[src/hdl/tcms_pkg.sv]
// Shared types, widths, reset values and helper functions for the two-cable
// move segmenter. No dependencies; every other file imports this package.
`default_nettype none

package tcms_pkg;

    localparam int C_COORD_W    = 24;
    localparam int C_DELTA_W    = 25;
    localparam int C_MAG_W      = 25;
    localparam int C_MOTOR_W    = 25;
    localparam int C_CABLE_W    = 25;
    localparam int C_SEGLEN_W   = 20;
    localparam int C_RAD_W      = 50;
    localparam int C_ROOT_W     = C_RAD_W / 2;
    localparam int C_DIST_W     = C_ROOT_W + 1;
    localparam int C_CFG_IDX_W  = 3;
    localparam int C_CFG_DATA_W = 24;
    localparam int C_MAX_SEGMENTS = 64;

    localparam logic [C_SEGLEN_W-1:0]       C_RST_SEG_LEN  = 20'd10240;
    localparam logic signed [C_COORD_W-1:0] C_RST_LEFT_AX  = -24'sd273408;
    localparam logic signed [C_COORD_W-1:0] C_RST_RIGHT_AX = 24'sd273408;
    localparam logic signed [C_COORD_W-1:0] C_RST_ANCHOR_Y = 24'sd256000;
    localparam logic [C_COORD_W-1:0]        C_RST_ZERO_LEN = 24'd374550;

    // configuration register indexes
    localparam logic [C_CFG_IDX_W-1:0] CFG_SEG_SPAN          = 3'd0;
    localparam logic [C_CFG_IDX_W-1:0] CFG_LEFT_ANCHOR_X     = 3'd1;
    localparam logic [C_CFG_IDX_W-1:0] CFG_RIGHT_ANCHOR_X    = 3'd2;
    localparam logic [C_CFG_IDX_W-1:0] CFG_LEFT_ANCHOR_Y     = 3'd3;
    localparam logic [C_CFG_IDX_W-1:0] CFG_RIGHT_ANCHOR_Y    = 3'd4;
    localparam logic [C_CFG_IDX_W-1:0] CFG_ZERO_LEFT_LENGTH  = 3'd5;
    localparam logic [C_CFG_IDX_W-1:0] CFG_ZERO_RIGHT_LENGTH = 3'd6;

    typedef enum logic [3:0] {
        ST_IDLE,
        ST_SQ_A,
        ST_SQ_B,
        ST_SQ_SUM,
        ST_SQRT,
        ST_COUNT,
        ST_DIV_GO,
        ST_DIV_WAIT,
        ST_STEP,
        ST_POS,
        ST_CAB_L,
        ST_CAB_R,
        ST_EMIT
    } t_state;

    typedef enum logic [1:0] {
        PH_DIST,
        PH_LEFT,
        PH_RIGHT
    } t_phase;

    function automatic logic [C_MAG_W-1:0] f_mag(input logic signed [C_DELTA_W-1:0] v);
        return v[C_DELTA_W-1] ? C_MAG_W'(-v) : C_MAG_W'(v);
    endfunction

    // clamp a 27-bit difference into the signed motor range
    function automatic logic signed [C_MOTOR_W-1:0] f_sat(input logic signed [26:0] v);
        logic signed [26:0] hi;
        logic signed [26:0] lo;
        hi = 27'sd16777215;
        lo = -27'sd16777216;
        if (v > hi) begin
            return C_MOTOR_W'(hi);
        end else if (v < lo) begin
            return C_MOTOR_W'(lo);
        end
        return C_MOTOR_W'(v);
    endfunction

endpackage

`default_nettype wire

[src/hdl/tcms_sqrt.sv]
// Digit-serial integer square root: one root bit per cycle, two radicand
// bits shifted in per cycle. Uses tcms_pkg.
`default_nettype none

module tcms_sqrt import tcms_pkg::*; #(
    parameter int RAD_W = C_RAD_W
) (
    input  logic                     i_clk,
    input  logic                     i_rst_n,
    input  logic                     i_start,
    input  logic [RAD_W-1:0]         i_radicand,
    output logic                     o_done,
    output logic [RAD_W/2-1:0]       o_root,
    output logic [RAD_W/2+1:0]       o_rem
);

    localparam int ROOT_W = RAD_W / 2;
    localparam int REM_W  = ROOT_W + 2;
    localparam int CNT_W  = $clog2(ROOT_W + 1);

    logic [RAD_W-1:0]  r_rad;
    logic [ROOT_W-1:0] r_root;
    logic [REM_W-1:0]  r_rem;
    logic [CNT_W-1:0]  r_cnt;
    logic              r_busy;
    logic              r_done;

    logic [REM_W+1:0]  w_t;
    logic [REM_W+1:0]  w_trial;
    logic [REM_W+1:0]  w_diff;
    logic              w_ge;

    assign w_t     = {r_rem, r_rad[RAD_W-1 -: 2]};
    assign w_trial = (REM_W + 2)'({r_root, 2'b01});
    assign w_ge    = (w_t >= w_trial);
    assign w_diff  = w_t - w_trial;

    always_ff @(posedge i_clk) begin
        if (!i_rst_n) begin
            r_busy <= 1'b0;
            r_done <= 1'b0;
        end else begin
            r_done <= 1'b0;
            if (i_start) begin
                r_busy <= 1'b1;
            end else if (r_busy && r_cnt == CNT_W'(ROOT_W - 1)) begin
                r_busy <= 1'b0;
                r_done <= 1'b1;
            end
        end
    end

    always_ff @(posedge i_clk) begin
        if (i_start) begin
            r_rad  <= i_radicand;
            r_root <= '0;
            r_rem  <= '0;
            r_cnt  <= '0;
        end else if (r_busy) begin
            r_rem  <= w_ge ? w_diff[REM_W-1:0] : w_t[REM_W-1:0];
            r_root <= {r_root[ROOT_W-2:0], w_ge};
            r_rad  <= {r_rad[RAD_W-3:0], 2'b00};
            r_cnt  <= r_cnt + 1'b1;
        end
    end

    assign o_done = r_done;
    assign o_root = r_root;
    assign o_rem  = r_rem;

endmodule

`default_nettype wire

[config.mk]
export PLATFORM = sky130hd
export DESIGN_NAME = tcms_sqrt
export DESIGN_NICKNAME = d
export VERILOG_FILES = /design/src/hdl/tcms_pkg.sv /design/src/hdl/tcms_sqrt.sv
export SDC_FILE = /design/constraint.sdc
export NUM_CORES = 1
export LEC_CHECK = 0
export ABC_AREA = 1
export BUFFER_PORTS_ARGS = -buffer_cell sky130_fd_sc_hd__buf_4
export CAP_MARGIN = 20
export CORE_AREA = 2 2 119 121
export DETAILED_ROUTE_END_ITERATION = 8
export DIE_AREA = 0 0 121 123
export GPL_ROUTABILITY_DRIVEN = 0
export PLACE_DENSITY = 0.78
export SYNTH_ARGS = -nofsm -noshare
export SYNTH_HDL_FRONTEND = slang
export SYNTH_SLANG_ARGS = --single-unit
export TNS_END_PERCENT = 100
[constraint.sdc]
create_clock -name i_clk -period 4.61 [get_ports i_clk]
set_input_delay 0.2305 -clock i_clk [delete_from_list [all_inputs] [get_ports i_clk]]
set_output_delay 0.2305 -clock i_clk [all_outputs]
set_load 0.1 [all_outputs]
==> reports/results.ini, run 1 <==
[route]
vias = 6182
met3_length_um = 955
routed_via_density = 4.93
ant_nets = 0
routed_wl_um = 16100
top_layer = met4
wl_per_cell_um = 12.8
dr.first_iter.drc_count = 372
wl_met1_um = 7170
wl_met2_um = 7530
firstDrtPassIters = 5
remaining_drc_errors = 0

[global_route]
antenna_found_initial = 0
gr-total-overflow = 0
grt_pass1_vias = 5882
grt_max_degree = 61
grtUsageTotal_pct = 22.8
grt_pass1_wl_um = 27300

[sta]
fin_ws_ps = 2000
fmax_ghz = 0.383
finalMaxSlewViolations = 0
relSlewSlack_pct = 24.2
finalSetupViolations = 0
finalCritPeriodShare_pct = 56.6
post-route-min-period_ps = 2610
finalClockSkew_ps = 10.4
fin_setup_tns_ps = 0
rsz0062_at_grt = false
finalHoldViolations = 0
tightest_slew_ps = 1140

[status]
status = finished, final reports clean

[floorplan]
io_pins = 106
fp.dieArea_mm2 = 0.0149
core_area_mm2 = 0.0136
rows = 43
fp.dieH_um = 123
die_w_um = 121
initial_core_util_pct = 48.7

[critical_path]
crit_cells = 12
end_kind = flop
reg2reg_slack_ps = 2000
cp_cell_sequence = inv_1 -> ha_1 -> nand2_1 -> inv_1 -> nand2_1 -> nor2_1 -> nand3_1 -> nand2_1 -> nor2_2 -> nand3_1 -> nand3_1 -> nand2_1
worstPathArrival_ps = 2870
required_ps = 4870
cp-endpoint = o_rem[1]$_SDFFE_PP0P_
r2r_cells = 12
crit_path_max_incr_delay_ps = 850
crit_buf_inv = 2
crit_slowest_cell = nor2_2
r2r_start = o_root[2]$_SDFFE_PP0P_
crit_type = flop to flop
critPathMaxFanout = 22
r2r_end = o_rem[1]$_SDFFE_PP0P_
worst_path_most_repeated_cell = nand2_1
cpLargestDelayFamily = simple AND/OR/NAND/NOR gates
startpoint_type = flop
crit_start = o_root[2]$_SDFFE_PP0P_

[placed_design]
dp.cells = 1239
pre_cts_ws_ps = 2120
port_buffers = 105
placed_area_mm2 = 0.00753
dp_hpwl_um = 11600

[cts]
hold_buffers = 0
cts_max_path_buffers = 2
clk_pin_slew_ps = 80
clock_latency_ps = 360
cts-root-buf = clkbuf_16
cts.repair.resized = 0
cts_setup_buffers = 0
cts.sinks = 109
cts_tree = done
numCtsBuffers = 9
htree_num_levels = 3

[cells_and_area]
fin_cells = 1255
drive_above_1_share_pct = 14.2
diodes = 0
area_growth_pct = 18.6
fin_area_mm2 = 0.00786
num-nets-final = 1152
utilization_pct = 57.7
nFillCells = 1331

[power_and_ir_drop]
irDropWorstVdd_v = 0.000306
p_leak_nw = 4.22
power.density_mw_per_mm2 = 746

[logic_synthesis]
async_reset_ff_share_pct = 0
avgSynthCellArea_um2 = 6.78
postSynthNetCount = 1059
synth_commonest_cells = nand2_1, inv_1, nand3_1
synth.most_common_cell = nand2_1
netlist_area_mm2 = 0.00663
synth_edf_count = 50
synth.area.top_cells = nand2_1, edfxtp_1, dfxtp_1
ys.flop_type = dfxtp_1
yosysTopAreaCell = nand2_1
seq_area_frac_synth_pct = 40.5
ys_ff_latch = 109
synth_top_area_share_pct = 25.6
ys_types = 38
synth_cells = 977
synth_warnings = 0

[run]
drv_cap = 0

[min_path]
min_path_type = input port to flop

stage by stage:
stage	total power, mW	hold WS [ps]
2_1_floorplan	4.23	359
3_3_place_gp	4.95	445
3_5_place_dp	4.97	470
4_1_cts	5.82	99.4
5_1_grt	6.41	104
6_report	5.86	108
layout make-up:
type / count / area, um2 / area share, %
sequential: 109 / 2680 / 34.1
multi-input combinational: 686 / 3230 / 41.0
timing repair buffer: 109 / 818 / 10.4
tap: 180 / 225 / 2.87
clock buffer: 9 / 225 / 2.87
clock inverter: 7 / 101 / 1.29
inverter: 155 / 582 / 7.40
metal layers:
metal,GRT usage (%),vias up
li1,-,3220
met1,29.0,2728
met2,38.1,198
met3,4.11,36
met4,10.2,0
met5,0,-
kinds of logic after synthesis:
group,count (synthesis),share of synthesized area [%]
AO/OA/AOI/OAI,48,4.36
XOR/XNOR,10,1.32
adder cells (fa/ha/maj),29,5.48
buffers and inverters,182,10.9
flip-flops,109,40.5
AND/OR/NAND/NOR,599,37.5
tightest hold or removal path: cells and delay by family:
family	cells	cell delay, ps
buffers and inverters	2	140
AO/OA/AOI/OAI	1	80
worst min-delay path by stage:
| stage | cells after the start | startpoint | to |
|---|---|---|---|
| 2_1_floorplan | 2 | i_rst_n | o_done$_SDFF_PP0_ |
| 3_3_place_gp | 1 | r_cnt[4]$_SDFFE_PP0P_ | r_cnt[4]$_SDFFE_PP0P_ |
| 3_5_place_dp | 1 | r_cnt[4]$_SDFFE_PP0P_ | r_cnt[4]$_SDFFE_PP0P_ |
| 4_1_cts | 3 | i_rst_n | r_busy$_SDFFE_PN0P_ |
| 5_1_grt | 3 | i_rst_n | o_done$_SDFF_PP0_ |
| 6_report | 3 | i_rst_n | r_busy$_SDFFE_PN0P_ |
power breakdown:
| part | internal [mW] | switching (mW) | total (mW) |
|---|---|---|---|
| Combinational | 1.11 | 2.67 | 3.78 |
| Sequential | 1.15 | 0.102 | 1.25 |
| Clock | 0.440 | 0.393 | 0.834 |
| Total | 2.70 | 3.16 | 5.86 |
cells in the final DEF, fill, tap and decap left out, types with 10 or more instances in the layout:
cell type / instances
nor2_1: 33
a21oi_1: 13
buf_4: 109
nor2_2: 10
nand2_1: 452
nand3_1: 69
inv_1: 151
ha_1: 29
edfxtp_1: 50
o22ai_1: 24
nand4_1: 10
dfxtp_1: 59
flip-flops by register name (all words and copies together) (netlist names):
name    count
r_busy      1
o_root     25
r_cnt       5
o_rem      27
r_rad      50
o_done      1
No activity file was read; power rests on OpenSTA's default activity.
==> run 2, diff against run 1 <==
--- a/config.mk
+++ b/config.mk
@@ -12,7 +12,7 @@
 export DETAILED_ROUTE_END_ITERATION = 8
 export DIE_AREA = 0 0 121 123
 export GPL_ROUTABILITY_DRIVEN = 0
-export PLACE_DENSITY = 0.78
+export PLACE_DENSITY = 0.81
 export SYNTH_ARGS = -nofsm -noshare
 export SYNTH_HDL_FRONTEND = slang
 export SYNTH_SLANG_ARGS = --single-unit
==> constraint.sdc (replaced) <==
create_clock -name i_clk -period 2.2 [get_ports i_clk]
set_input_delay 0.11 -clock i_clk [delete_from_list [all_inputs] [get_ports i_clk]]
set_output_delay 0.11 -clock i_clk [all_outputs]
set_load 0.1 [all_outputs]
==> run 2 against run 1 <==
  * First-iteration DRC count is 52% higher
  * Critical endpoint is now o_rem[17]$_SDFFE_PP0P_
  * Non-clock buffer count is 118 higher
  * Design area is 18% higher
  * Core utilization is 10 points higher
  * Sequential power is 110% higher
  * Routed wire length is 17% higher
==> reports/results.ini, run 2 (synthesis gave the netlist of run 1 again) <==
[global_route]
gr-total-overflow = 0
grt_pass1_vias = 6648
antenna_found_initial = 0
grt_max_degree = 64
grt_pass1_wl_um = 29400
grtUsageTotal_pct = 24.5

[cells_and_area]
nFillCells = 1088
final_common_cell = nand2_1
largest_reg_flops = 50
multi_input_area_mm2 = 0.00355
area_growth_pct = 40.1
final_cell_mix = nand2_1, buf_4, inv_1, nand3_1, edfxtp_1
largest-register = r_rad
num-nets-final = 1271
diodes = 0
fin_cells = 1374
fin_area_mm2 = 0.00928
utilization_pct = 68.2
drive_above_1_share_pct = 31.6
seq_area_mm2 = 0.00280

[sta]
fin_setup_tns_ps = 0
finalMaxSlewViolations = 0
relSlewSlack_pct = 44.6
tightest_slew_ps = 831
finalHoldViolations = 0
holdWs_ps = 5.77
fin_ws_ps = 74.4
post-route-min-period_ps = 2130
finalClockSkew_ps = 15.4
fmax_ghz = 0.470
finalCritPeriodShare_pct = 96.6
finalSetupViolations = 0

[route]
routed_via_density = 5.04
routed_wl_um = 18900
dr.first_iter.drc_count = 564
firstDrtPassIters = 5
wl_per_cell_um = 13.8
vias = 6920
ant_nets = 0
remaining_drc_errors = 0

[cts]
cts.sinks = 109
clk_pin_slew_ps = 90
cts_max_path_buffers = 2
numCtsBuffers = 9
cts_tree = done
clock_latency_ps = 370
cts-root-buf = clkbuf_16
htree_num_levels = 3

[critical_path]
end_kind = flop
critPathMaxFanout = 8
startpoint_type = flop
r2r_end = o_rem[17]$_SDFFE_PP0P_
worst_path_most_repeated_cell = nand2_2
crit_type = flop to flop
cpLargestDelayFamily = simple AND/OR/NAND/NOR gates
crit_path_max_incr_delay_ps = 340
reg2reg_slack_ps = 70
crit_slowest_cell = dfxtp_4
cp_cell_sequence = inv_1 -> ha_1 -> buf_4 -> nand2_2 -> nor2_4 -> nand2_1 -> inv_1 -> nand2_2 -> nand2_2 -> nand2_2 -> nand3_4 -> buf_12 -> nand2_1 -> nand3_1 -> nand2_1
required_ps = 2470
r2r_cells = 15
r2r_start = o_root[7]$_SDFFE_PP0P_
worstPathArrival_ps = 2390
crit_buf_inv = 4

[power_and_ir_drop]
p_leak_nw = 4.88
power.density_mw_per_mm2 = 1590
power_mw = 14.7
irDropWorstVdd_v = 0.000885

[floorplan]
fp.dieH_um = 123
initial_core_util_pct = 48.7
fp.dieArea_mm2 = 0.0149
rows = 43
io_pins = 106
die_w_um = 121
core_area_mm2 = 0.0136

[min_path]
min_path_type = input port to flop
whs_path_depth = 3
hold_end = r_rad[22]$_DFFE_PP_
min_from = i_radicand[22]

[run]
drv_cap = 0

[placed_design]
pre_cts_ws_ps = -239
port_buffers = 105
placed_area_mm2 = 0.00849
dp_hpwl_um = 13100
dp.cells = 1343

[status]
status = finished, final reports clean

==> run 2: cell types whose count changed in the layout (fill, tap and decap cells not counted), moves of 20 or more <==
cell	previous run	this run
buf_4	109	213
nand2_2	7	29
dfxtp_1	59	9
nand2_1	452	427
dfxtp_2	0	30
dfxtp_4	0	20
==> run 2: timing repair <==
item | in CTS | in global routing
setup endpoints to repair | 23 | 28
resized for setup | 2 | 68
hold buffers | 4 | 0
pin swaps | 0 | 18
buffers inserted | 2 | 7
gates cloned | 0 | 2
hold endpoints to repair | 5 | 0
==> run 2: worst max path at each step <==
stage / from / to / depth (start not counted)
finish: o_root[7]$_SDFFE_PP0P_ / o_rem[17]$_SDFFE_PP0P_ / 15
global route: o_root[7]$_SDFFE_PP0P_ / o_rem[17]$_SDFFE_PP0P_ / 15
CTS: o_root[10]$_SDFFE_PP0P_ / o_rem[10]$_SDFFE_PP0P_ / 18
detailed placement: o_root[5]$_SDFFE_PP0P_ / o_rem[20]$_SDFFE_PP0P_ / 12
global placement: o_root[3]$_SDFFE_PP0P_ / o_rem[15]$_SDFFE_PP0P_ / 12
floorplan: o_root[21]$_SDFFE_PP0P_ / o_rem[23]$_SDFFE_PP0P_ / 12
==> run 2: layout make-up <==
| type | instances | share of cell area (%) |
|---|---|---|
| Clock buffer | 10 | 2.47 |
| Multi-Input combinational cell | 687 | 38.3 |
| Timing Repair Buffer | 227 | 19.6 |
| Tap cell | 180 | 2.43 |
| Clock inverter | 6 | 0.836 |
| Sequential cell | 109 | 30.1 |
| Inverter | 155 | 6.27 |
==> run 2: report_power, final <==
| part | total (mW) | switching (mW) | internal, mW |
|---|---|---|---|
| Sequential | 2.59 | 0.176 | 2.41 |
| Clock | 1.72 | 0.815 | 0.909 |
| Combinational | 10.4 | 6.53 | 3.91 |
==> run 2: routing by layer <==
| layer | vias up | track usage (%) | share of wire [%] | wire [um] |
|---|---|---|---|---|
| met2 | 260 | 42.5 | 49 | 9200 |
| met1 | 3135 | 29.1 | 40 | 7640 |
| met5 | - | 0 | 0 | 0 |
| met3 | 61 | 6.04 | 7.9 | 1500 |
| li1 | 3464 | - | - | - |
| met4 | 0 | 10.0 | 3.0 | 570 |
==> run 2: worst reg2reg max path: cells and delay by family (launching register included) <==
| family | cells | cell delay, ps |
|---|---|---|
| AND/OR/NAND/NOR | 10 | 950 |
| adder cells (fa/ha/maj) | 1 | 310 |
| flip-flops | 1 | 340 |
| buffers and inverters | 4 | 420 |
