==> src/hdl/tcms_pkg.sv <==
// Shared types, widths, reset values and helper functions for the two-cable
// move segmenter. No dependencies; every other file imports this package.
`default_nettype none

package tcms_pkg;

    localparam int C_COORD_W    = 24;
    localparam int C_DELTA_W    = 25;
    localparam int C_MAG_W      = 25;
    localparam int C_MOTOR_W    = 25;
    localparam int C_CABLE_W    = 25;
    localparam int C_SEGLEN_W   = 20;
    localparam int C_RAD_W      = 50;
    localparam int C_ROOT_W     = C_RAD_W / 2;
    localparam int C_DIST_W     = C_ROOT_W + 1;
    localparam int C_CFG_IDX_W  = 3;
    localparam int C_CFG_DATA_W = 24;
    localparam int C_MAX_SEGMENTS = 64;

    localparam logic [C_SEGLEN_W-1:0]       C_RST_SEG_LEN  = 20'd10240;
    localparam logic signed [C_COORD_W-1:0] C_RST_LEFT_AX  = -24'sd273408;
    localparam logic signed [C_COORD_W-1:0] C_RST_RIGHT_AX = 24'sd273408;
    localparam logic signed [C_COORD_W-1:0] C_RST_ANCHOR_Y = 24'sd256000;
    localparam logic [C_COORD_W-1:0]        C_RST_ZERO_LEN = 24'd374550;

    // configuration register indexes
    localparam logic [C_CFG_IDX_W-1:0] CFG_SEG_SPAN          = 3'd0;
    localparam logic [C_CFG_IDX_W-1:0] CFG_LEFT_ANCHOR_X     = 3'd1;
    localparam logic [C_CFG_IDX_W-1:0] CFG_RIGHT_ANCHOR_X    = 3'd2;
    localparam logic [C_CFG_IDX_W-1:0] CFG_LEFT_ANCHOR_Y     = 3'd3;
    localparam logic [C_CFG_IDX_W-1:0] CFG_RIGHT_ANCHOR_Y    = 3'd4;
    localparam logic [C_CFG_IDX_W-1:0] CFG_ZERO_LEFT_LENGTH  = 3'd5;
    localparam logic [C_CFG_IDX_W-1:0] CFG_ZERO_RIGHT_LENGTH = 3'd6;

    typedef enum logic [3:0] {
        ST_IDLE,
        ST_SQ_A,
        ST_SQ_B,
        ST_SQ_SUM,
        ST_SQRT,
        ST_COUNT,
        ST_DIV_GO,
        ST_DIV_WAIT,
        ST_STEP,
        ST_POS,
        ST_CAB_L,
        ST_CAB_R,
        ST_EMIT
    } t_state;

    typedef enum logic [1:0] {
        PH_DIST,
        PH_LEFT,
        PH_RIGHT
    } t_phase;

    function automatic logic [C_MAG_W-1:0] f_mag(input logic signed [C_DELTA_W-1:0] v);
        return v[C_DELTA_W-1] ? C_MAG_W'(-v) : C_MAG_W'(v);
    endfunction

    // clamp a 27-bit difference into the signed motor range
    function automatic logic signed [C_MOTOR_W-1:0] f_sat(input logic signed [26:0] v);
        logic signed [26:0] hi;
        logic signed [26:0] lo;
        hi = 27'sd16777215;
        lo = -27'sd16777216;
        if (v > hi) begin
            return C_MOTOR_W'(hi);
        end else if (v < lo) begin
            return C_MOTOR_W'(lo);
        end
        return C_MOTOR_W'(v);
    endfunction

endpackage

`default_nettype wire

==> src/hdl/tcms_div.sv <==
// Bit-serial restoring divider: one quotient bit per cycle.
// Uses tcms_pkg for the default dividend width.
`default_nettype none

module tcms_div import tcms_pkg::*; #(
    parameter int DVD_W = C_MAG_W,
    parameter int DVS_W = 7
) (
    input  logic             i_clk,
    input  logic             i_rst_n,
    input  logic             i_start,
    input  logic [DVD_W-1:0] i_dividend,
    input  logic [DVS_W-1:0] i_divisor,
    output logic             o_done,
    output logic [DVD_W-1:0] o_quo,
    output logic [DVS_W-1:0] o_rmd
);

    localparam int CNT_W = $clog2(DVD_W + 1);

    logic [DVD_W-1:0] r_dvd;
    logic [DVS_W-1:0] r_dvs;
    logic [DVS_W-1:0] r_rem;
    logic [CNT_W-1:0] r_cnt;
    logic             r_busy;
    logic             r_done;

    logic [DVS_W:0]   w_t;
    logic [DVS_W:0]   w_diff;
    logic             w_ge;

    assign w_t    = {r_rem, r_dvd[DVD_W-1]};
    assign w_ge   = (w_t >= {1'b0, r_dvs});
    assign w_diff = w_t - {1'b0, r_dvs};

    always_ff @(posedge i_clk) begin
        if (!i_rst_n) begin
            r_busy <= 1'b0;
            r_done <= 1'b0;
        end else begin
            r_done <= 1'b0;
            if (i_start) begin
                r_busy <= 1'b1;
            end else if (r_busy && r_cnt == CNT_W'(DVD_W - 1)) begin
                r_busy <= 1'b0;
                r_done <= 1'b1;
            end
        end
    end

    always_ff @(posedge i_clk) begin
        if (i_start) begin
            r_dvd <= i_dividend;
            r_dvs <= i_divisor;
            r_rem <= '0;
            r_cnt <= '0;
        end else if (r_busy) begin
            r_rem <= w_ge ? w_diff[DVS_W-1:0] : w_t[DVS_W-1:0];
            r_dvd <= {r_dvd[DVD_W-2:0], w_ge};
            r_cnt <= r_cnt + 1'b1;
        end
    end

    assign o_done = r_done;
    assign o_quo  = r_dvd;
    assign o_rmd  = r_rem;

endmodule

`default_nettype wire

==> config.mk <==
export PLATFORM = sky130hd
export DESIGN_NAME = tcms_div
export DESIGN_NICKNAME = d
export VERILOG_FILES = /design/src/hdl/tcms_pkg.sv /design/src/hdl/tcms_div.sv
export SDC_FILE = /design/constraint.sdc
export NUM_CORES = 1
export LEC_CHECK = 0
export ABC_AREA = 1
export ABC_CLOCK_PERIOD_IN_PS = 1500
export BUFFER_PORTS_ARGS = -buffer_cell sky130_fd_sc_hd__buf_2
export CAP_MARGIN = 20
export CORE_UTILIZATION = 45
export DETAILED_ROUTE_END_ITERATION = 10
export PLACE_DENSITY = 0.71
export SYNTH_ARGS = -nofsm -noshare
export SYNTH_HDL_FRONTEND = slang
export SYNTH_SLANG_ARGS = --single-unit
export TNS_END_PERCENT = 10
==> constraint.sdc <==
create_clock -name i_clk -period 1.5 [get_ports i_clk]
set_input_delay 0 -clock i_clk [delete_from_list [all_inputs] [get_ports i_clk]]
set_output_delay 0 -clock i_clk [all_outputs]
set_load 0.005 [all_outputs]
==> results of run 1 <==
[final cells by class]
cell class	count	area, sq um	area share
Clock buffer	5	68.82	0.02045
Clock inverter	3	25.02	0.007438
Inverter	31	116.4	0.03459
Multi-Input combinational cell	182	968.4	0.2878
Sequential cell	46	1241	0.3689
Tap cell	67	83.83	0.02492
Timing Repair Buffer	123	860.8	0.2559
[repair_timing]
| item | CTS | global route |
|---|---|---|
| pin swaps | 1 | 0 |
| setup endpoints to repair | 8 | 8 |
| gates resized for setup | 8 | 1 |
| hold buffers | 32 | 0 |
| endpoints found under the hold margin | 33 | 0 |
[power by group]
part	switching [mW]	total (mW)	internal, mW	leakage, nW
clock	0.475	0.812	0.337	0.0447
combinational	0.341	0.677	0.337	1.23
sequential	0.0546	1.54	1.48	0.439
[layout by cell type, fill, tap and decap left out, types with 4 or more instances in the layout]
cell type / synthesis / final
nor2_1: 10 / 9
ha_1: 9 / 8
nand3_1: 13 / 10
nand3_2: 2 / 5
inv_1: 28 / 26
clkbuf_8: 0 / 5
nand2_2: 1 / 4
dlygate4sd3_1: 0 / 32
buf_4: 0 / 22
inv_2: 3 / 5
buf_2: 2 / 67
nand2_1: 115 / 111
a21oi_1: 4 / 4
nand3b_1: 5 / 5
edfxtp_1: 32 / 32
dfxtp_1: 14 / 14
[flip-flops by register name, indices dropped and copies added (netlist names)]
register	count
o_done	1
o_quo	25
o_rmd	7
r_busy	1
r_cnt	5
r_dvs	7
[worst paths after layout]
path	to	cells after the start	slack (ps)
max	o_quo[0]	10	-180
min	o_quo[0]	3	80
max reg2reg	o_quo[0]	10	-180
min reg2reg	o_rmd[6]	2	490
[through the flow]
| step | cell area, sq um | power [mW] | setup WS [ps] |
|---|---|---|---|
| 6_report | 3364 | 3.025 | -178.0 |
| 5_1_grt | 3364 | 3.173 | -291.6 |
| 4_1_cts | 3359 | 3.027 | -161.7 |
| 3_5_place_dp | 2925 | 2.152 | -224.1 |
| 3_3_place_gp | 2925 | 2.143 | -182.1 |
| 2_1_floorplan | 2322 | 1.865 | -154.0 |
[metal layers]
layer | track usage | wire (um) | up-vias
li1 | - | - | 1097
met1 | 0.2777 | 2493 | 991
met2 | 0.4006 | 2866 | 50
met3 | 0.04390 | 167 | 14
met4 | 0.09829 | 146 | 0
met5 | 0 | 0 | -
[critical path: stages (launching register included)]
cell,delay (ps)
edfxtp_1,370
inv_2,40
ha_2,180
fa_2,340
inv_2,60
nand2_1,50
nand2_2,80
nand2_2,70
nand2_2,80
nand2_4,90
a31oi_1,160
[kinds of logic (layout without fill, tap and decap cells)]
group	count (synthesis)	in the layout	share of synthesized area
flip-flops	46	46	0.5374
AND/OR/NAND/NOR	159	159	0.3050
AO/OA/AOI/OAI	10	10	0.02925
buffers and inverters	36	162	0.05959
adder cells (fa/ha/maj)	10	10	0.05742
XOR/XNOR	3	3	0.01138
==> qor.yml, run 1 <==
path_max_fanout: 8
slew_headroom: 0.7044
syn_nets: 309
fill_cells: 395
cts_setup_buffers: 0
required_ps: 1660
antenna_found_initial: 0
dieArea_sq_um: 5423
clkTransAtPathRegs_ps: 100
synth_cells: 264
timing.final.ws_setup_ps: -178.0
layout_min_cycle_time_ps: 1678
end_kind: "flip-flop"
post-dp-hpwl_um: 3765
r2r_start: "o_quo[24]"
drive_gt1_frac: 0.3154
maxSlewViolCount: 0
cap_violations: 0
grt_pass1_wl_um: 9363
yosysSeqAreaShare: 0.5374
async_flop_share: 0
synth_most_common_cell: "nand2_1"
area.growth.synth_to_final_pct: 45.67
run_status: "finished, violations left"
drt-initial-drc-count: 89
setup_violations: 8
rsz0062_at_grt: "yes"
final_util: 0.6984
drc: 0
yosys_warnings: 0
cts_tree: "done"
start_kind: "flip-flop"
clkLatencyLatePin_ps: 320
firstDrtPassIters: 4
core_area_sq_um: 4817
syn-mean-instance-area_sq_um: 8.749
drt-total-wl_um: 5674
drtAntennaViolNets: 0
tns_ps: -1261
yosys-top-cells-area: "edfxtp_1, nand2_1, dfxtp_1"
ios: 68
io_buffers: 67
clock_path_buffers: 2
synthFlopType: "edfxtp_1"
cts_buffers: 5
crit_type: "reg2reg"
cts.sinks: 46
grt-ovfl-total: 0
hold_ws_ps: 83.31
root_buffer: "clkbuf_8"
grt_max_degree: 28
fmax_ghz: 0.5959
yosys.area.top_type: "edfxtp_1"
syn_area_sq_um: 2310
routedWlPerCell_um: 12.42
worst_pin_slew_ps: 442.8
fin_skew_ps: 13.11
fin_nets: 434
place_inst: 417
finalHoldViolCount: 0
vias: 2152
final_cells: 457
synth.distinct_cells: 28
power.density_nw_per_um2: 899.1
ir_worst_vdd_v: 0.0005971
violations: "negative setup slack"
p_leak_nw: 1.710
synth_edf_count: 32
hold_class: "in2reg"
diodes: 0
cp.arrival_ps: 1840
routabilityCongestion: 0.8596
synth_top_area_share: 0.4160
rows: 25
via_per_inst: 4.709
track_usage: 0.2303
fp.dieH_um: 73.64
post-route-period-util: 1.119
setup.worst_path.start: "o_quo[24]"
grt_pass1_vias: 2137
synth_commonest_cells: "nand2_1, edfxtp_1, inv_1"
ys_seq_elements: 46
hold_start: "i_dividend[0]"
cts_htree_levels: 2
initial_core_util: 0.4795
die_w_um: 73.64
Note: power is estimated with default switching activity, not from simulation.
==> inputs of run 2 (changes only) <==
--- a/config.mk
+++ b/config.mk
@@ -5,7 +5,6 @@
 export SDC_FILE = /design/constraint.sdc
 export NUM_CORES = 1
 export LEC_CHECK = 0
-export ABC_AREA = 1
 export ABC_CLOCK_PERIOD_IN_PS = 1500
 export BUFFER_PORTS_ARGS = -buffer_cell sky130_fd_sc_hd__buf_2
 export CAP_MARGIN = 20
==> qor.yml, run 2 <==
syn_area_sq_um: 2243  # -2.9%
largest_reg_flops: 25  # unchanged
finalHoldViolCount: 0  # unchanged
grt_max_degree: 27  # -3.6%
slew_headroom: 0.5943  # -0.1101
cts_htree_levels: 2  # unchanged
rows: 25  # unchanged
cp.arrival_ps: 2300  # +460 ps
setup.worst_path.start: "r_dvs[0]"
diodes: 0  # unchanged
hold_class: "in2reg"
crit_type: "reg2reg"
hold_start: "i_dividend[20]"
cts_setup_buffers: 0  # unchanged
cp_num_buf_inv: 0  # -2
fin_skew_ps: 8.765  # -4.350 ps
run_status: "finished, violations left"
cap_violations: 0  # unchanged
fin_nets: 346  # -20%
cts_buffers: 5  # unchanged
io_buffers: 67  # unchanged
setup_violations: 8  # unchanged
synth_cells: 179  # -32%
synth_top_area_share: 0.4283  # +0.01230
syn_nets: 224  # -28%
syn-mean-instance-area_sq_um: 12.53  # +43%
required_ps: 1720  # +60 ps
ys_seq_elements: 46  # unchanged
drc: 0  # unchanged
synth.distinct_cells: 44  # +57%
yosys.area.top_type: "edfxtp_1"
timing.final.ws_setup_ps: -572.1  # -394.1 ps
routabilityCongestion: 0.8195  # -4.7%
power.density_nw_per_um2: 977.9  # +8.8%
cts.sinks: 46  # unchanged
via_per_inst: 4.957  # +5.3%
cts_tree: "done"
drtAntennaViolNets: 0  # unchanged
drt-total-wl_um: 4837  # -15%
r2r_start: "r_dvs[0]"
fp.dieH_um: 72.61  # -1.4%
synth_edf_count: 32  # unchanged
max_stage_delay_ps: 420  # +50 ps
root_buffer: "clkbuf_8"
yosysSeqAreaShare: 0.5533  # +0.01588
p_leak_nw: 1.404  # -18%
core_area_sq_um: 4755  # -1.3%
initial_core_util: 0.4718  # -0.007638
clkLatencyLatePin_ps: 300  # -20 ps
fin_area_sq_um: 3269  # -2.8%
firstDrtPassIters: 4  # unchanged
post-dp-hpwl_um: 3250  # -14%
start_kind: "flip-flop"
synth_commonest_cells: "edfxtp_1, mux2_2, nor2_1"
dieArea_sq_um: 5271  # -2.8%
clkTransAtPathRegs_ps: 100  # about the same
async_flop_share: 0  # unchanged
cpLargestDelayFamily: "simple AND/OR/NAND/NOR gates"
die_w_um: 72.61  # -1.4%
rsz0062_at_grt: "yes"
area.growth.synth_to_final_pct: 45.73  # about the same
vias: 1829  # -15%
critPathSlowestCell: "edfxtp_1"
crit_path_cell_trace: "ha_4, fa_2, nand2b_4, a211oi_4, nor3_4, or3_1, a311oi_2"
synthFlopType: "edfxtp_1"
violations: "negative setup slack"
clock_path_buffers: 2  # unchanged
hold_ws_ps: 13.56  # -69.75 ps
ir_worst_vdd_v: 0.0007820  # +31%
yosys-top-cells-area: "edfxtp_1, mux2_2, dfxtp_1"
worst_pin_slew_ps: 608.6  # +165.8 ps
drive_gt1_frac: 0.4834  # +0.1681
routedWlPerCell_um: 13.11  # +5.6%
post-route-period-util: 1.381  # +0.2628
ios: 68  # unchanged
synth_most_common_cell: "edfxtp_1"
antenna_found_initial: 0  # unchanged
mostFrequentLayoutCells: "buf_2, edfxtp_1, dlygate4sd3_1, buf_4, mux2_2"
layout_min_cycle_time_ps: 2072  # +394.1 ps
end_kind: "flip-flop"
mostFrequentLayoutCell: "buf_2"
drt-initial-drc-count: 88  # -1.1%
maxSlewViolCount: 0  # unchanged
grt_pass1_wl_um: 7527  # -20%
yosys_warnings: 0  # unchanged
grt-ovfl-total: 0  # unchanged
grt_pass1_vias: 1717  # -20%
fmax_ghz: 0.4826  # -19%
path_max_fanout: 5  # -3
placed_area_sq_um: 2863  # -2.1%
track_usage: 0.1871  # -0.04326
==> run 2: cells by family after synthesis <==
family	count (synthesis)	synth area share
and+or+nand+nor	54	0.1305
DFF	46	0.5533
muxes	27	0.1350
AOI/OAI and AO/OA	19	0.07251
buffers and inverters	18	0.03011
adders and majority gates	10	0.05912
xor gates and xnor gates	5	0.01952
==> run 2: metrics by stage <==
| stage | util | power, mW | instances | TNS [ps] | setup slack, ps |
|---|---|---|---|---|---|
| after floorplan | - | 1.993 | 179 | -3737 | -556.4 |
| after global placement | 0.6021 | 2.332 | 335 | -4059 | -546.1 |
| after detailed placement | 0.6021 | 2.346 | 335 | -4656 | -620.0 |
| after CTS | 0.6750 | 3.180 | 366 | -4217 | -563.0 |
| after global routing | 0.6876 | 3.357 | 369 | -4670 | -642.4 |
| final | 0.6876 | 3.197 | 369 | -4065 | -572.1 |
==> run 2: worst register-to-register path: stages (launching register included) <==
cell	delay, ps
edfxtp_1	420
ha_4	180
fa_2	330
nand2b_4	170
a211oi_4	260
nor3_4	90
or3_1	330
a311oi_2	220
==> run 2: layout make-up <==
class	count	area (sq um)
Clock buffer	5	68.82
Inverter	12	45.04
Tap cell	67	83.83
Multi-Input combinational cell	115	996.0
Timing Repair Buffer	121	813.3
Clock inverter	3	21.27
Sequential cell	46	1241
Fill cell	372	1485
==> run 2: timing repair <==
action | CTS | global route
setup endpoints to repair | 8 | 8
gates resized for setup | 5 | 6
endpoints found under the hold margin | 24 | 3
pin swaps | 2 | 2
hold buffers | 23 | 3
==> run 2: path summary, 6_finish.rpt <==
| check | cells past startpoint | slack (ps) | to |
|---|---|---|---|
| hold reg to reg | 2 | 530 | r_cnt[4] |
| setup reg to reg | 7 | -570 | o_rmd[3] |
| setup / recovery | 7 | -570 | o_rmd[3] |
| hold / removal | 2 | 10 | o_quo[20] |
==> run 2: power by group <==
group,switching [mW],total [mW],internal [mW]
clock network,0.447,0.775,0.328
registers,0.0615,1.56,1.50
logic,0.389,0.864,0.474
total,0.897,3.20,2.30
==> run 2: per-layer routing <==
| layer | wire length, um | track usage | vias up |
|---|---|---|---|
| met4 | 23 | 0.04575 | 0 |
| li1 | - | - | 900 |
| met5 | 0 | 0 | - |
| met3 | 168 | 0.04558 | 4 |
| met1 | 2234 | 0.2412 | 884 |
| met2 | 2411 | 0.3178 | 41 |
==> inputs of run 3 (changes only) <==
--- a/config.mk
+++ b/config.mk
@@ -8,9 +8,11 @@
 export ABC_CLOCK_PERIOD_IN_PS = 1500
 export BUFFER_PORTS_ARGS = -buffer_cell sky130_fd_sc_hd__buf_2
 export CAP_MARGIN = 20
-export CORE_UTILIZATION = 45
+export CELL_PAD_IN_SITES_DETAIL_PLACEMENT = 0
+export CELL_PAD_IN_SITES_GLOBAL_PLACEMENT = 1
+export CORE_UTILIZATION = 36
 export DETAILED_ROUTE_END_ITERATION = 10
-export PLACE_DENSITY = 0.71
+export PLACE_DENSITY = 0.72
 export SYNTH_ARGS = -nofsm -noshare
 export SYNTH_HDL_FRONTEND = slang
 export SYNTH_SLANG_ARGS = --single-unit
==> qor.yml, run 3 (synthesis gave the netlist of run 2 again) <==
run_status: "finished, violations left"
violations: "negative setup slack"
drt-total-wl_um: 4798  # -0.81%
start_kind: "flip-flop"
core_area_sq_um: 5956  # +25%
finalHoldViolCount: 0  # unchanged
post-dp-hpwl_um: 3343  # +2.9%
fin_skew_ps: 10.20  # +1.434 ps
drtAntennaViolNets: 0  # unchanged
io_buffers: 67  # unchanged
cts_buffers: 5  # unchanged
fp.dieH_um: 80.94  # +11%
grt_max_degree: 27  # unchanged
cts_htree_levels: 2  # unchanged
rsz0062_at_grt: "yes"
grt_pass1_vias: 1774  # +3.3%
rows: 28  # +12%
vias: 1755  # -4.0%
cts_tree: "done"
initial_core_util: 0.3767  # -0.09516
die_w_um: 80.94  # +11%
layout_min_cycle_time_ps: 2091  # +19.27 ps
path_max_fanout: 6  # +1
hold_class: "in2reg"
reg2reg_to: "o_rmd[3]"
worst_pin_slew_ps: 591.7  # -16.92 ps
root_buffer: "clkbuf_8"
grt-ovfl-total: 0  # unchanged
maxSlewViolCount: 0  # unchanged
ff2ff_path_depth: 7  # unchanged
cap_violations: 0  # unchanged
diodes: 0  # unchanged
p_leak_nw: 1.367  # -2.7%
fmax_ghz: 0.4781  # -0.92%
r2r_start: "r_dvs[0]"
required_ps: 1720  # about the same
post-route-period-util: 1.394  # +0.01285
end_kind: "flip-flop"
seqCellArea_sq_um: 1241  # unchanged
drc: 0  # unchanged
clock_path_buffers: 2  # unchanged
placed_area_sq_um: 2858  # -0.18%
cts.sinks: 46  # unchanged
antenna_found_initial: 0  # unchanged
ios: 68  # unchanged
rrSetupSlack_ps: -590  # -20 ps
largest_reg_flops: 25  # unchanged
track_usage: 0.1574  # -0.02965
routabilityCongestion: 0.7957  # -2.9%
drt-initial-drc-count: 76  # -14%
cp.arrival_ps: 2310  # about the same
holdPathEnd: "o_quo[22]"
clkLatencyLatePin_ps: 300  # about the same
via_per_inst: 4.769  # -3.8%
ir_worst_vdd_v: 0.0005313  # -32%
firstDrtPassIters: 4  # unchanged
area.growth.synth_to_final_pct: 41.33
power.density_nw_per_um2: 1001  # +2.4%
clkTransAtPathRegs_ps: 100  # about the same
timing.final.ws_setup_ps: -591.4  # -19.27 ps
drive_gt1_frac: 0.4915  # +0.008024
mostFrequentLayoutCells: "buf_2, edfxtp_1, buf_4"
fin_nets: 337  # -2.6%
fin_area_sq_um: 3171  # -3.0%
setup_violations: 8  # unchanged
fill_cells: 537  # +44%
hold_start: "i_dividend[22]"
place_ws_ps: -632.0  # -12.01 ps
routedWlPerCell_um: 13.04  # -0.54%
crit_type: "reg2reg"
dieArea_sq_um: 6551  # +24%
multi_input_area_sq_um: 979.7  # -1.6%
slew_headroom: 0.6055  # +0.01128
mostFrequentLayoutCell: "buf_2"
hold_path_depth: 2  # unchanged
grt_pass1_wl_um: 7817  # +3.9%
-- run 3: area by class of cell --
| type | count | area share |
|---|---|---|
| flip-flops and latches | 46 | 0.3915 |
| clock buffers | 6 | 0.02605 |
| clock inverters | 2 | 0.003946 |
| inverters | 12 | 0.01421 |
| well taps | 75 | 0.02960 |
| multi-input cells | 115 | 0.3090 |
| repair buffers | 112 | 0.2257 |
-- run 3: repair_timing --
item                                   4_1_cts  5_1_grt
pin swaps                                    2        1
setup buffers                                1        1
gates cloned                                 0        0
hold buffers                                16        1
gates resized for setup                      4        2
endpoints found under the hold margin       17        1
setup endpoints to repair                    8        8
-- run 3: worst max-delay path, stage by stage (launching register included) --
cell	delay [ps]
edfxtp_1	430
ha_4	180
fa_2	340
nand2b_4	160
a211oi_4	260
nor3_4	90
or3_1	330
a311oi_2	230
-- run 3: worst max-delay path by stage --
stage	from	to	slack, ps	cells after the start
2_1_floorplan	o_quo[24]	o_rmd[3]	-560	8
3_3_place_gp	o_quo[24]	o_rmd[3]	-570	8
3_5_place_dp	o_quo[24]	o_rmd[6]	-630	9
4_1_cts	o_quo[24]	o_rmd[3]	-590	8
5_1_grt	r_dvs[0]	o_rmd[3]	-670	7
6_report	r_dvs[0]	o_rmd[3]	-590	7
-- run 3: where the power goes --
group          switching [mW]  internal (mW)  total (mW)
Clock                   0.432          0.372       0.804
Combinational           0.374          0.437       0.811
Sequential             0.0625           1.50        1.56
-- run 3: layer usage --
metal  vias to the layer above  global-route usage  part of all wire  routed length [um]
li1                        889                   -                 -                   -
met1                       814              0.1924              0.46                2202
met2                        48              0.2639              0.47                2256
met3                         4             0.05056             0.063                 304
met4                         0             0.04643            0.0073                  35
met5                         -                   0                 0                   0
-- run 3: through the flow --
step,power (mW),instances,hold slack (ps),util,setup TNS [ps]
3_5_place_dp,2.328,341,178.3,0.4798,-4633
6_report,3.175,368,4.285,0.5324,-4313
4_1_cts,3.189,366,0.1169,0.5267,-4348
2_1_floorplan,1.993,179,98.87,-,-3737
5_1_grt,3.331,368,4.202,0.5324,-4952
3_3_place_gp,2.324,341,177.9,0.4798,-4177
